## config.mk

```make
export PLATFORM = sky130hd
export DESIGN_NAME = shared_exclusive_lock_table_top
export DESIGN_NICKNAME = d
export VERILOG_FILES = /design/src/hw/rtl/selt_pkg.sv /design/src/hw/rtl/shared_exclusive_lock_table_top.sv /design/src/hw/rtl/selt_cell.sv
export SDC_FILE = /design/constraint.sdc
export NUM_CORES = 1
export LEC_CHECK = 0
export ABC_CLOCK_PERIOD_IN_PS = 5700
export BUFFER_PORTS_ARGS = -buffer_cell sky130_fd_sc_hd__buf_2
export CORE_ASPECT_RATIO = 1.4
export CORE_UTILIZATION = 62
export CTS_CLUSTER_DIAMETER = 100
export DETAILED_ROUTE_END_ITERATION = 7
export GPL_TIMING_DRIVEN = 1
export HOLD_SLACK_MARGIN = 0.08
export PLACE_DENSITY = 0.83
export SYNTH_ARGS = -nofsm -noshare
export SYNTH_HDL_FRONTEND = slang
export SYNTH_HIERARCHICAL = 1
export SYNTH_SLANG_ARGS = --single-unit
```

## constraint.sdc

```tcl
create_clock -name clk -period 5.7 [get_ports clk]
set_input_delay 0.57 -clock clk [delete_from_list [all_inputs] [get_ports clk]]
set_output_delay 0.57 -clock clk [all_outputs]
set_load 0.01 [all_outputs]
```

## src/hw/rtl/selt_pkg.sv

```systemverilog
// selt_pkg: shared types and codes for the shared/exclusive lock table
// request modes, status codes, scan token, request and slot write structs
// no dependencies
package selt_pkg;

    localparam int SLOT_W = 4;
    localparam int OBJ_W  = 32;
    localparam int MODE_W = 3;
    localparam int STAT_W = 2;

    localparam logic [MODE_W-1:0] MODE_ACQUIRE  = 3'd0;
    localparam logic [MODE_W-1:0] MODE_RELEASE  = 3'd1;
    localparam logic [MODE_W-1:0] MODE_RESERVE  = 3'd2;
    localparam logic [MODE_W-1:0] MODE_UNRESERVE = 3'd3;
    localparam logic [MODE_W-1:0] MODE_RELOCATE = 3'd4;

    localparam logic [STAT_W-1:0] STAT_OK      = 2'd0;
    localparam logic [STAT_W-1:0] STAT_IN_USE  = 2'd1;
    localparam logic [STAT_W-1:0] STAT_FULL    = 2'd2;
    localparam logic [STAT_W-1:0] STAT_INVALID = 2'd3;

    // token that walks the cell row, one cell per cycle
    typedef struct packed {
        logic              go;
        logic              conflict;
        logic              found;
        logic [SLOT_W-1:0] free_idx;
    } scan_t;

    // request held stable while the token walks
    typedef struct packed {
        logic             acquire;
        logic             relocate;
        logic [OBJ_W-1:0] obj;
        logic             excl;
        logic [OBJ_W-1:0] src;
        logic [OBJ_W:0]   lim;
    } req_t;

    // slot fill or free, broadcast to every cell
    typedef struct packed {
        logic              set;
        logic              clr;
        logic [SLOT_W-1:0] idx;
        logic [OBJ_W-1:0]  obj;
        logic              excl;
        logic [OBJ_W-1:0]  extent;
    } wr_t;

endpackage

```

## src/hw/rtl/shared_exclusive_lock_table_top.sv

```systemverilog
// shared_exclusive_lock_table_top: lock table built as a row of slot cells
// depends on selt_pkg and selt_cell
//
// channel   dir  handshake                      payload
// s_axis    in   s_axis_tvalid / s_axis_tready  tuser: mode, tdata: request fields
// m_axis    out  m_axis_tvalid / m_axis_tready  tdata: status, granted_slot
// cfg       in   cfg_we (no back-pressure)      cfg_wdata: root_node
//
// acquire and relocate send a scan token through all used cells (at most 16),
// one cell per clock, then load their result into the output register
// release, reserve, unreserve and unknown modes skip the scan and go to ST_OUT
// one request in flight; the result waits in an output register under stall
// reset is asynchronous, active low; it frees all slots, clears the
// reservation and sets root_node to 1
module shared_exclusive_lock_table_top
    import selt_pkg::*;
#(
    parameter int LOCK_SLOTS = 16
)
(
    input  logic         clk,
    input  logic         rst_n,
    // config
    input  logic         cfg_we,
    input  logic [31:0]  cfg_wdata,     // root_node
    // request stream
    input  logic         s_axis_tvalid,
    output logic         s_axis_tready,
    input  logic [2:0]   s_axis_tuser,  // mode
    // object_node[31:0], exclusive[32], first_extent[64:33], lock_slot[68:65],
    // move_source[100:69], move_blocks[132:101], zero [135:133]
    input  logic [135:0] s_axis_tdata,
    // result stream
    output logic         m_axis_tvalid,
    input  logic         m_axis_tready,
    output logic [7:0]   m_axis_tdata   // status[1:0], granted_slot[5:2], zero [7:6]
);

    // only sixteen slots can be named by the 4-bit slot fields
    localparam int USED = (LOCK_SLOTS < 16) ? LOCK_SLOTS : 16;

    typedef enum logic [1:0] {
        ST_IDLE,
        ST_SCAN,
        ST_OUT
    } state_t;

    state_t              state_reg;
    logic [OBJ_W-1:0]    root_reg;
    logic [OBJ_W-1:0]    reserved_reg;
    req_t                req_reg;
    logic                start_reg;
    logic [STAT_W-1:0]   stat_reg;
    logic [SLOT_W-1:0]   grant_reg;
    logic                m_valid_reg;
    logic [7:0]          m_data_reg;

    // request fields
    logic [MODE_W-1:0]   in_mode;
    logic [OBJ_W-1:0]    in_obj;
    logic                in_excl;
    logic [OBJ_W-1:0]    in_extent;
    logic [SLOT_W-1:0]   in_slot;
    logic [OBJ_W-1:0]    in_src;
    logic [OBJ_W-1:0]    in_cnt;

    logic                accept;
    logic                scan_done;
    logic                pre_block;
    logic                grant_ok;
    logic                rel_ok;
    logic                out_free;
    logic [USED-1:0]     valid_vec;
    logic [15:0]         valid16;
    scan_t               chain [USED+1];
    scan_t               last;
    wr_t                 wr;

    assign in_mode   = s_axis_tuser;
    assign in_obj    = s_axis_tdata[31:0];
    assign in_excl   = s_axis_tdata[32];
    assign in_extent = s_axis_tdata[64:33];
    assign in_slot   = s_axis_tdata[68:65];
    assign in_src    = s_axis_tdata[100:69];
    assign in_cnt    = s_axis_tdata[132:101];

    assign s_axis_tready = (state_reg == ST_IDLE);
    assign accept        = s_axis_tvalid && s_axis_tready;

    // token enters cell 0 the cycle after accept and leaves the last cell
    assign chain[0] = '{go: start_reg, conflict: 1'b0, found: 1'b0, free_idx: '0};
    assign last     = chain[USED];

    for (genvar i = 0; i < USED; i++)
    begin : g_cell
        selt_cell #(
            .IDX (i)
        ) u_cell (
            .clk      (clk),
            .rst_n    (rst_n),
            .req      (req_reg),
            .wr       (wr),
            .scan_in  (chain[i]),
            .scan_out (chain[i+1]),
            .valid    (valid_vec[i])
        );
    end

    // slots past the used ones read as never valid
    assign valid16 = 16'(valid_vec);

    assign scan_done = (state_reg == ST_SCAN) && last.go;
    // exclusive acquires on root or on the reserved object are refused outright
    assign pre_block = req_reg.excl && ((req_reg.obj == root_reg) || (req_reg.obj == reserved_reg));
    assign grant_ok  = scan_done && req_reg.acquire && !pre_block && !last.conflict && last.found;
    assign rel_ok    = valid16[in_slot];

    // first_extent is held apart from the scan request
    logic [OBJ_W-1:0] extent_reg;
    logic [OBJ_W-1:0] extent_next;

    assign extent_next = accept ? in_extent : extent_reg;

    always_ff @(posedge clk)
    begin
        extent_reg <= extent_next;
    end

    // fill on a granted acquire, free on a good release
    always_comb
    begin
        wr.set    = grant_ok;
        wr.clr    = accept && (in_mode == MODE_RELEASE) && rel_ok;
        wr.idx    = grant_ok ? last.free_idx : in_slot;
        wr.obj    = req_reg.obj;
        wr.excl   = req_reg.excl;
        wr.extent = extent_reg;
    end

    assign out_free = !m_valid_reg || m_axis_tready;

    always_ff @(posedge clk or negedge rst_n)
    begin
        if (!rst_n)
        begin
            state_reg    <= ST_IDLE;
            root_reg     <= 32'd1;
            reserved_reg <= '0;
            req_reg      <= '0;
            start_reg    <= 1'b0;
            stat_reg     <= STAT_OK;
            grant_reg    <= '0;
            m_valid_reg  <= 1'b0;
            m_data_reg   <= '0;
        end
        else
        begin
            start_reg <= accept && ((in_mode == MODE_ACQUIRE) || (in_mode == MODE_RELOCATE));
            if (cfg_we)
            begin
                root_reg <= cfg_wdata;
            end
            // a new result loads while the old one leaves, so valid stays up
            if ((state_reg == ST_OUT) && out_free)
            begin
                m_valid_reg <= 1'b1;
            end
            else if (m_valid_reg && m_axis_tready)
            begin
                m_valid_reg <= 1'b0;
            end

            case (state_reg)
                ST_IDLE:
                begin
                    if (accept)
                    begin
                        req_reg   <= '{acquire:  (in_mode == MODE_ACQUIRE),
                                       relocate: (in_mode == MODE_RELOCATE),
                                       obj:      in_obj,
                                       excl:     in_excl,
                                       src:      in_src,
                                       lim:      {1'b0, in_src} + {1'b0, in_cnt}};
                        grant_reg <= '0;
                        case (in_mode)
                            MODE_ACQUIRE, MODE_RELOCATE:
                            begin
                                stat_reg  <= STAT_OK;
                                state_reg <= ST_SCAN;
                            end
                            MODE_RELEASE:
                            begin
                                stat_reg  <= rel_ok ? STAT_OK : STAT_INVALID;
                                state_reg <= ST_OUT;
                            end
                            MODE_RESERVE:
                            begin
                                stat_reg     <= STAT_OK;
                                reserved_reg <= in_obj;
                                state_reg    <= ST_OUT;
                            end
                            MODE_UNRESERVE:
                            begin
                                stat_reg     <= STAT_OK;
                                reserved_reg <= '0;
                                state_reg    <= ST_OUT;
                            end
                            default:
                            begin
                                stat_reg  <= STAT_OK;
                                state_reg <= ST_OUT;
                            end
                        endcase
                    end
                end
                ST_SCAN:
                begin
                    if (last.go)
                    begin
                        if (req_reg.acquire)
                        begin
                            if (pre_block || last.conflict)
                            begin
                                stat_reg <= STAT_IN_USE;
                            end
                            else if (!last.found)
                            begin
                                stat_reg <= STAT_FULL;
                            end
                            else
                            begin
                                grant_reg <= last.free_idx;
                            end
                        end
                        state_reg <= ST_OUT;
                    end
                end
                ST_OUT:
                begin
                    if (out_free)
                    begin
                        m_data_reg  <= {2'b00, grant_reg, stat_reg};
                        state_reg   <= ST_IDLE;
                    end
                end
                default:
                begin
                    state_reg <= ST_IDLE;
                end
            endcase
        end
    end

    assign m_axis_tvalid = m_valid_reg;
    assign m_axis_tdata  = m_data_reg;

endmodule

```

## src/hw/rtl/selt_cell.sv

```systemverilog
// selt_cell: one lock slot of the row, with its own match and range compare
// depends on selt_pkg
// registers the scan token and hands it to the next cell every cycle
module selt_cell
    import selt_pkg::*;
#(
    parameter int IDX = 0
)
(
    input  logic  clk,
    input  logic  rst_n,
    input  req_t  req,
    input  wr_t   wr,
    input  scan_t scan_in,
    output scan_t scan_out,
    output logic  valid
);

    logic             valid_reg;
    logic [OBJ_W-1:0] obj_reg;
    logic             excl_reg;
    logic [OBJ_W-1:0] ext_reg;
    scan_t            scan_reg;
    scan_t            scan_next;
    logic             hit_me;
    logic             in_range;
    logic             zero_ext;

    assign hit_me   = (wr.idx == SLOT_W'(IDX));
    assign in_range = (ext_reg >= req.src) && ({1'b0, ext_reg} < req.lim);
    assign zero_ext = scan_in.go && req.relocate && valid_reg && in_range;

    always_comb
    begin
        scan_next = scan_in;
        if (scan_in.go && req.acquire)
        begin
            if (valid_reg && (obj_reg == req.obj) && (excl_reg || req.excl))
            begin
                scan_next.conflict = 1'b1;
            end
            if (!valid_reg && !scan_in.found)
            begin
                scan_next.found    = 1'b1;
                scan_next.free_idx = SLOT_W'(IDX);
            end
        end
    end

    always_ff @(posedge clk or negedge rst_n)
    begin
        if (!rst_n)
        begin
            valid_reg <= 1'b0;
            scan_reg  <= '0;
        end
        else
        begin
            scan_reg <= scan_next;
            if (wr.set && hit_me)
            begin
                valid_reg <= 1'b1;
            end
            else if (wr.clr && hit_me)
            begin
                valid_reg <= 1'b0;
            end
        end
    end

    // payload, no reset
    always_ff @(posedge clk)
    begin
        if (wr.set && hit_me)
        begin
            obj_reg  <= wr.obj;
            excl_reg <= wr.excl;
            ext_reg  <= wr.extent;
        end
        else if (zero_ext)
        begin
            ext_reg <= '0;
        end
    end

    assign scan_out = scan_reg;
    assign valid    = valid_reg;

endmodule

```

Word level (Yosys, flattened, before mapping)
Index checks and enable logic that the tools add are counted.

Flip-flop bits (word level): 770. Input port bits: 176. Output and inout bits: 10.

Order comparisons: 1. Equality and inequality tests: 46. Muxes and demuxes: 105. Reductions and logical operators: 189.

Operator list (count): == test 32 bit (18); logical AND 1 bit (107); two-way mux 6 bit (16); two-way mux 5 bit (16); case mux 32 bit (2 select lines) (1); two-way mux 1 bit (51); nonzero test 2 bit (19); logical NOT 1 bit (33); == test 4 bit (second input constant) (8); two-way mux 4 bit (6); two-way mux 2 bit (11); logical OR 1 bit (20); == test 4 x 3 -> 1 bit (second input constant) (4); == test 4 x 2 -> 1 bit (second input constant) (2); case mux 4 bit (2 select lines) (1); == test 3 x 2 -> 1 bit (second input constant) (2); inequality test 2 x 1 -> 1 bit (second input constant) (3); inequality test 2 bit (second input constant) (3); case mux 2 bit (3 select lines) (1); AND reduction 3 bit (2); AND reduction 6 bit (1); less-than comparator 4 x 5 -> 1 bit (second input constant) (1); AND reduction 5 bit (1); binary-select mux 1 bit (select 4 bit) (1); 12 further kinds (13).

Longest topological paths before layout
Gate-level depths: netlist (run 1).

Depth in word-level cells: 12. Gate-level depth with buffers: 12. Depth with buffers taken out: 12.

Hierarchy
The synthesis (run 1) kept the hierarchy.

Modules (own cells, without submodules): selt_cell at g_cell[10].u_cell ... (times used 8, cells an instance 97, area an instance 1620.3 sq um); shared_exclusive_lock_table_top (times used 1, cells an instance 1031, area an instance 10418.7 sq um); selt_cell at g_cell[15].u_cell ... (times used 5, cells an instance 97, area an instance 1619.1 sq um); selt_cell at g_cell[12].u_cell ... (times used 2, cells an instance 98, area an instance 1619.1 sq um); selt_cell at g_cell[0].u_cell (times used 1, cells an instance 97, area an instance 1616.6 sq um).

Worst setup path before layout (run 1)
Ideal clock, no wire load.

Path kind: register to register. Start: register req_reg[97] (netlist bit). End: register g_cell[1].u_cell.excl_reg, enable pin. Setup time: 394 ps. Arrival time: 3921 ps. Required time: 5306 ps. Slack: 1385 ps. Stages on the path, launching flop included: 11. Clock period less this slack: 4315 ps. Cells stage by stage: dfrtp_1 xor2_1 nor4_1 nand4_1 o22ai_1 a21oi_1 nand3_1 nor2_2 mux2_2 nor4b_1 and2_1.

RTL lines: from (decl) (line shared_exclusive_lock_table_top.sv:51) `req_t req_reg;`; from (signal assigned) (line shared_exclusive_lock_table_top.sv:178) `req_reg <= '{acquire: (in_mode == MODE_ACQUIRE),`; to (signal assigned) (line selt_cell.sv:77) `excl_reg <= wr.excl;`; to (decl) (line selt_cell.sv:21) `logic excl_reg;`.

==> results.tsv, run 1 <==
stage	metric	value	unit
run_status	status	finished clean	
critical_path	path_delay_family	simple AND/OR/NAND/NOR gates	
clock_network	post_cts_resized	0	
layout	nets	2439	
worst_hold_path	whs_path_depth	3	
detailed_routing	vias	17500	
critical_path	reg2regPathDepth	11	
grt	gr-total-overflow	0	
clock_network	clock_latency	0.62	ns
layout	largest_register_ffs	512	
critical_path	path_depth	11	
layout	final_util	0.708	
worst_hold_path	min_path_type	in2reg	
layout	post_layout_nonfiller_instances	2962	
clock_network	postCtsHoldBufs	1	
sta	final_hold_viol_count	0	
place	gp_congestion	0.875	
clock_network	clk_path_buf_depth	3	
place	dpl.hpwl	41100	um
logic_synthesis	synth.avg_cell_area	15.1	um^2
clock_network	htree_num_levels	3	
critical_path	crit_fanout	24	
critical_path	crit_path_start	req_reg[72]	
critical_path	cp_slowest_cell	and2_1	
grt	grt_use_met3	0.0418	
sta	hold_ws	0.159	ns
logic_synthesis	syn-cell-area	31300	um^2
grt	grt_pass1_wl	104000	um
critical_path	cp-endpoint	g_cell[5].u_cell/obj_reg[3]	
pwr	intPower	11.2	mW
grt	antenna_found_initial	0	
pwr	p_total	16.5	mW
critical_path	cp_data_arrival_time	5.20	ns
grt	use_met2	0.459	
sta	tightest_slew	1.14	ns
critical_path	r2r-end	g_cell[5].u_cell/obj_reg[3]	
place	dp.cells	2833	
detailed_routing	drt_iter0_drc	1244	
floorplanning	die_area	51300	um^2
sta	rsz0062_at_grt	false	
critical_path	path_buf_inv	1	
logic_synthesis	ys_warn_count	6	
pwr	switching_share	0.318	
floorplanning	core-area	49900	um^2
sta	fmax	204	MHz
pwr	power.density	467	nW/um^2
floorplanning	die_width	192	um
critical_path	end_kind	register	
logic_synthesis	syn_inst	2076	
detailed_routing	drc	0	
clock_network	post-cts-setup-buffers	0	
grt	grt_pass1_vias	18500	
critical_path	rrSetupSlack	0.80	ns
pwr	clkPwrFrac	0.289	
layout	synthToLayoutAreaGrowth	12.9	%
clock_network	cts_buffers	70	
clock_network	clock-sinks	770	
clock_network	cts_tree	done	
detailed_routing	drt_pass1_iterations	6	
sta	post-route-period-util	0.860	
critical_path	worstSetupPathType	reg2reg	
detailed_routing	ant_nets	0	
pwr	p_switching	5.23	mW
pwr	p_leak	12.3	nW
sta	drv_slew	0	
sta	slew_headroom	0.239	
grt	grt-busiest-layer	met2	
detailed_routing	drt_wl_total	67900	um
sta	setup_violations	0	
critical_path	max_stage_delay	0.66	ns
sta	layout_min_cycle_time	4.90	ns
critical_path	cp_cell_sequence	xor2_1 -> nor4_1 -> nand4_1 -> o22ai_1 -> a21oi_1 -> nand3_1 -> nor2_2 -> mux2_2 -> nor4bb_1 -> and2_1 -> buf_12	
critical_path	timing.rr.start	req_reg[72]	
detailed_routing	wl_per_cell	22.9	um
layout	drive_gt1_frac	0.146	
detailed_routing	post_drt_via_cell_ratio	5.90	
layout	n_antenna_cell	0	
layout	layout_commonest_cell	edfxtp_1	
floorplanning	dieHeight	268	um
critical_path	critPathLaunchType	register	
clock_network	cts.clk_slew.worst_paths	0.06	ns
grt	grtUsageTotal	0.276	
pwr	ir_worst_vdd	0.000602	V
grt	grt_max_degree	123	
clock_network	clock-root-buffer	clkbuf_16	
floorplanning	pin_count	186	
layout	final_cell_mix	528 x edfxtp_1, 512 x xnor2_1, 223 x dfrtp_1	
run	cap_violations	0	
floorplanning	start_util	0.627	
critical_path	worstPathRequired	6.00	ns
sta	skew	0.0238	ns
place	portBuffers	84	
floorplanning	fp-row-count	97	
grt	grtUsageMet1	0.329	
pwr	power_frac_comb	0.269	
pwr	pwr-share-seq	0.443	
sta	setup_tns	0	ns
## worst register-to-register path, stage by stage (launching register included)
cell	delay, ns
dfrtp_1	0.50
xor2_1	0.22
nor4_1	0.51
nand4_1	0.19
o22ai_1	0.54
a21oi_1	0.27
nand3_1	0.21
nor2_2	0.19
mux2_2	0.52
nor4bb_1	0.49
and2_1	0.66
buf_12	0.26
## cell type report
type                    count  area (um^2)
flip-flops and latches    770        21900
fillers                  3022        14600
multi-input cells        1277         9240
clock buffers             100         2000
repair buffers            137          956
well taps                 643          805
clock inverters            28          350
inverters                   7         26.3
## worst min-delay path by stage
stage	slack (ns)	to	start
CTS	0.13	req_reg[96]	s_axis_tdata[30]
floorplan	0.27	g_cell[0].u_cell/scan_out[0]	rst_n
global route	0.15	req_reg[75]	s_axis_tdata[9]
global placement	0.36	g_cell[13].u_cell/scan_out[6]	g_cell[12].u_cell/scan_out[6]
detailed placement	0.36	g_cell[7].u_cell/scan_out[6]	g_cell[6].u_cell/scan_out[6]
finish	0.16	req_reg[96]	s_axis_tdata[30]
## power by group through the flow
stage / Sequential [mW] / Clock [mW] / Combinational [mW]
finish: 7.30 / 4.76 / 4.43
global route: 7.32 / 5.05 / 4.78
CTS: 7.29 / 4.83 / 4.45
detailed placement: 7.40 / 0 / 4.40
global placement: 7.38 / 0 / 4.17
floorplan: 8.08 / 0 / 2.13
## routing by layer
metal	wire, um	up-vias
met4	4610	0
met1	25000	8853
met3	3920	192
li1	-	7807
met2	34400	610
met5	0	-
## metrics by stage
| stage | cell area, um^2 | setup slack, ns |
|---|---|---|
| 4_1_cts | 35300 | 1.01 |
| 6_report | 35300 | 0.800 |
| 2_1_floorplan | 31300 | 1.39 |
| 5_1_grt | 35300 | 0.708 |
| 3_3_place_gp | 32900 | 1.22 |
| 3_5_place_dp | 32900 | 1.14 |
(Power assumes the default switching activity.)
==> inputs of run 2 (changes only) <==
Settings changed: BUFFER_PORTS_ARGS -buffer_cell sky130_fd_sc_hd__buf_2 to -buffer_cell sky130_fd_sc_hd__buf_4.
==> results.tsv, run 2 (synthesis gave the netlist of run 1 again) <==
stage	metric	value	unit
layout	post_layout_nonfiller_instances	2965	
clock_network	clock-root-buffer	clkbuf_16	
detailed_routing	drt_wl_total	67900	um
layout	final_area	35400	um^2
grt	grtUsageTotal	0.276	
critical_path	critPathLaunchType	register	
layout	drive_gt1_frac	0.143	
floorplanning	die_area	51300	um^2
sta	fmax	217	MHz
layout	nFillCells	3032	
grt	grt_pass1_wl	104000	um
layout	final_cell_mix	528 x edfxtp_1, 512 x xnor2_1, 227 x dfrtp_1	
run_status	status	finished clean	
worst_hold_path	min_path_type	in2reg	
clock_network	htree_num_levels	3	
clock_network	cts_tree	done	
grt	grt_max_degree	137	
layout	regArea	21900	um^2
detailed_routing	post_drt_via_cell_ratio	5.89	
place	dp.cells	2836	
floorplanning	die_width	192	um
detailed_routing	drc	0	
grt	gr-total-overflow	0	
floorplanning	core-area	49900	um^2
detailed_routing	ant_nets	0	
layout	multiInputGateArea	9240	um^2
critical_path	worstSetupPathType	reg2reg	
run	cap_violations	0	
pwr	ir_worst_vdd	0.000510	V
grt	antenna_found_initial	0	
place	dpl.hpwl	41000	um
clock_network	clk_path_buf_depth	3	
place	portBuffers	84	
sta	setup_violations	0	
sta	post-route-period-util	0.808	
floorplanning	fp-row-count	97	
layout	largest_register_ffs	512	
detailed_routing	wl_per_cell	22.9	um
layout	layout_commonest_cell	edfxtp_1	
sta	setup_tns	0	ns
place	gp_congestion	0.872	
sta	slew_headroom	0.298	
layout	n_antenna_cell	0	
critical_path	crit_fanout	24	
clock_network	cts_buffers	71	
clock_network	cts.clk_slew.worst_paths	0.06	ns
critical_path	end_kind	register	
floorplanning	dieHeight	268	um
detailed_routing	drt_pass1_iterations	5	
critical_path	worstPathRequired	6.00	ns
sta	tightest_slew	1.04	ns
sta	skew	0.0256	ns
layout	synthToLayoutAreaGrowth	13.2	%
detailed_routing	drt_iter0_drc	1263	
critical_path	rrSetupSlack	1.09	ns
sta	rsz0062_at_grt	false	
pwr	p_leak	12.3	nW
sta	final_hold_viol_count	0	
clock_network	clock_latency	0.62	ns
place	dpl_cell_area	33100	um^2
pwr	power.density	461	nW/um^2
layout	final_util	0.709	
clock_network	post_cts_resized	0	
clock_network	clock-sinks	770	
detailed_routing	vias	17500	
sta	drv_slew	0	
floorplanning	pin_count	186	
layout	nets	2443	
sta	layout_min_cycle_time	4.61	ns
grt	grt_pass1_vias	18400	
critical_path	cp_data_arrival_time	4.91	ns
floorplanning	start_util	0.627	
run 2: changes by cell type in the layout (fill, tap and decap cells not counted), sizes merged:
| cell | before | now |
|---|---|---|
| buf | 136 | 139 |
| bufinv | 6 | 5 |
| clkbuf | 100 | 96 |
| clkinv | 16 | 21 |
| clkinvlp | 2 | 3 |
| inv | 11 | 10 |
run 2: per-layer routing:
layer	track usage	wire length, um
met5	0	0
met2	0.478	34900
met4	0.144	3450
met1	0.334	25600
met3	0.0406	3880
run 2: final timing paths:
check                      depth (start not counted)                          from                           end
max reg2reg                                       11                   req_reg[75]  g_cell[5].u_cell/obj_reg[12]
min                                                3               s_axis_tdata[7]                   req_reg[73]
min in group asynchronous                          2                         rst_n                 m_axis_tvalid
min reg2reg                                        0  g_cell[8].u_cell/scan_out[6]  g_cell[9].u_cell/scan_out[6]
max in group asynchronous                          3                         rst_n                   req_reg[71]
max                                               11                   req_reg[75]  g_cell[5].u_cell/obj_reg[12]
run 2: report_power, final:
part	switching [mW]	leakage (nW)	internal [mW]
registers	0.383	7.75	6.87
logic	2.77	3.47	1.66
clock network	2.00	1.10	2.64
total	5.15	12.3	11.2
run 2: metrics by stage:
| step | hold slack, ns | power [mW] | worst slack [ns] |
|---|---|---|---|
| after floorplan | 0.274 | 10.2 | 1.39 |
| after global placement | 0.359 | 11.5 | 1.24 |
| after detailed placement | 0.358 | 11.7 | 1.19 |
| after CTS | 0.125 | 16.4 | 1.13 |
| after global routing | 0.147 | 17.0 | 0.780 |
| final | 0.151 | 16.3 | 1.09 |
run 2: final cells by class:
class | instances | area share
clock buffer | 96 | 0.0552
clock inverter | 32 | 0.00870
inverter | 7 | 0.000743
multi-input combinational | 1277 | 0.261
sequential | 770 | 0.620
tap | 643 | 0.0227
timing repair buffer | 140 | 0.0318
run 2: worst max-delay path, cell delays in order, from the launching register on:
cell and delay, ns:
dfrtp_1 0.57, xor2_1 0.19, nor4_1 0.06, nand4_1 0.13, o22ai_1 0.19, a21oi_1 0.44, nand3_1 0.18, nor2_2 0.66
mux2_2 0.54, nor4bb_1 0.37, and2_1 0.68, buf_12 0.26
run 2: what timing repair did:
| action | 4_1_cts | 5_1_grt |
|---|---|---|
| hold buffers | 1 | 0 |
| endpoints found under the hold margin | 106 | 0 |
| buffers inserted | 0 | 0 |
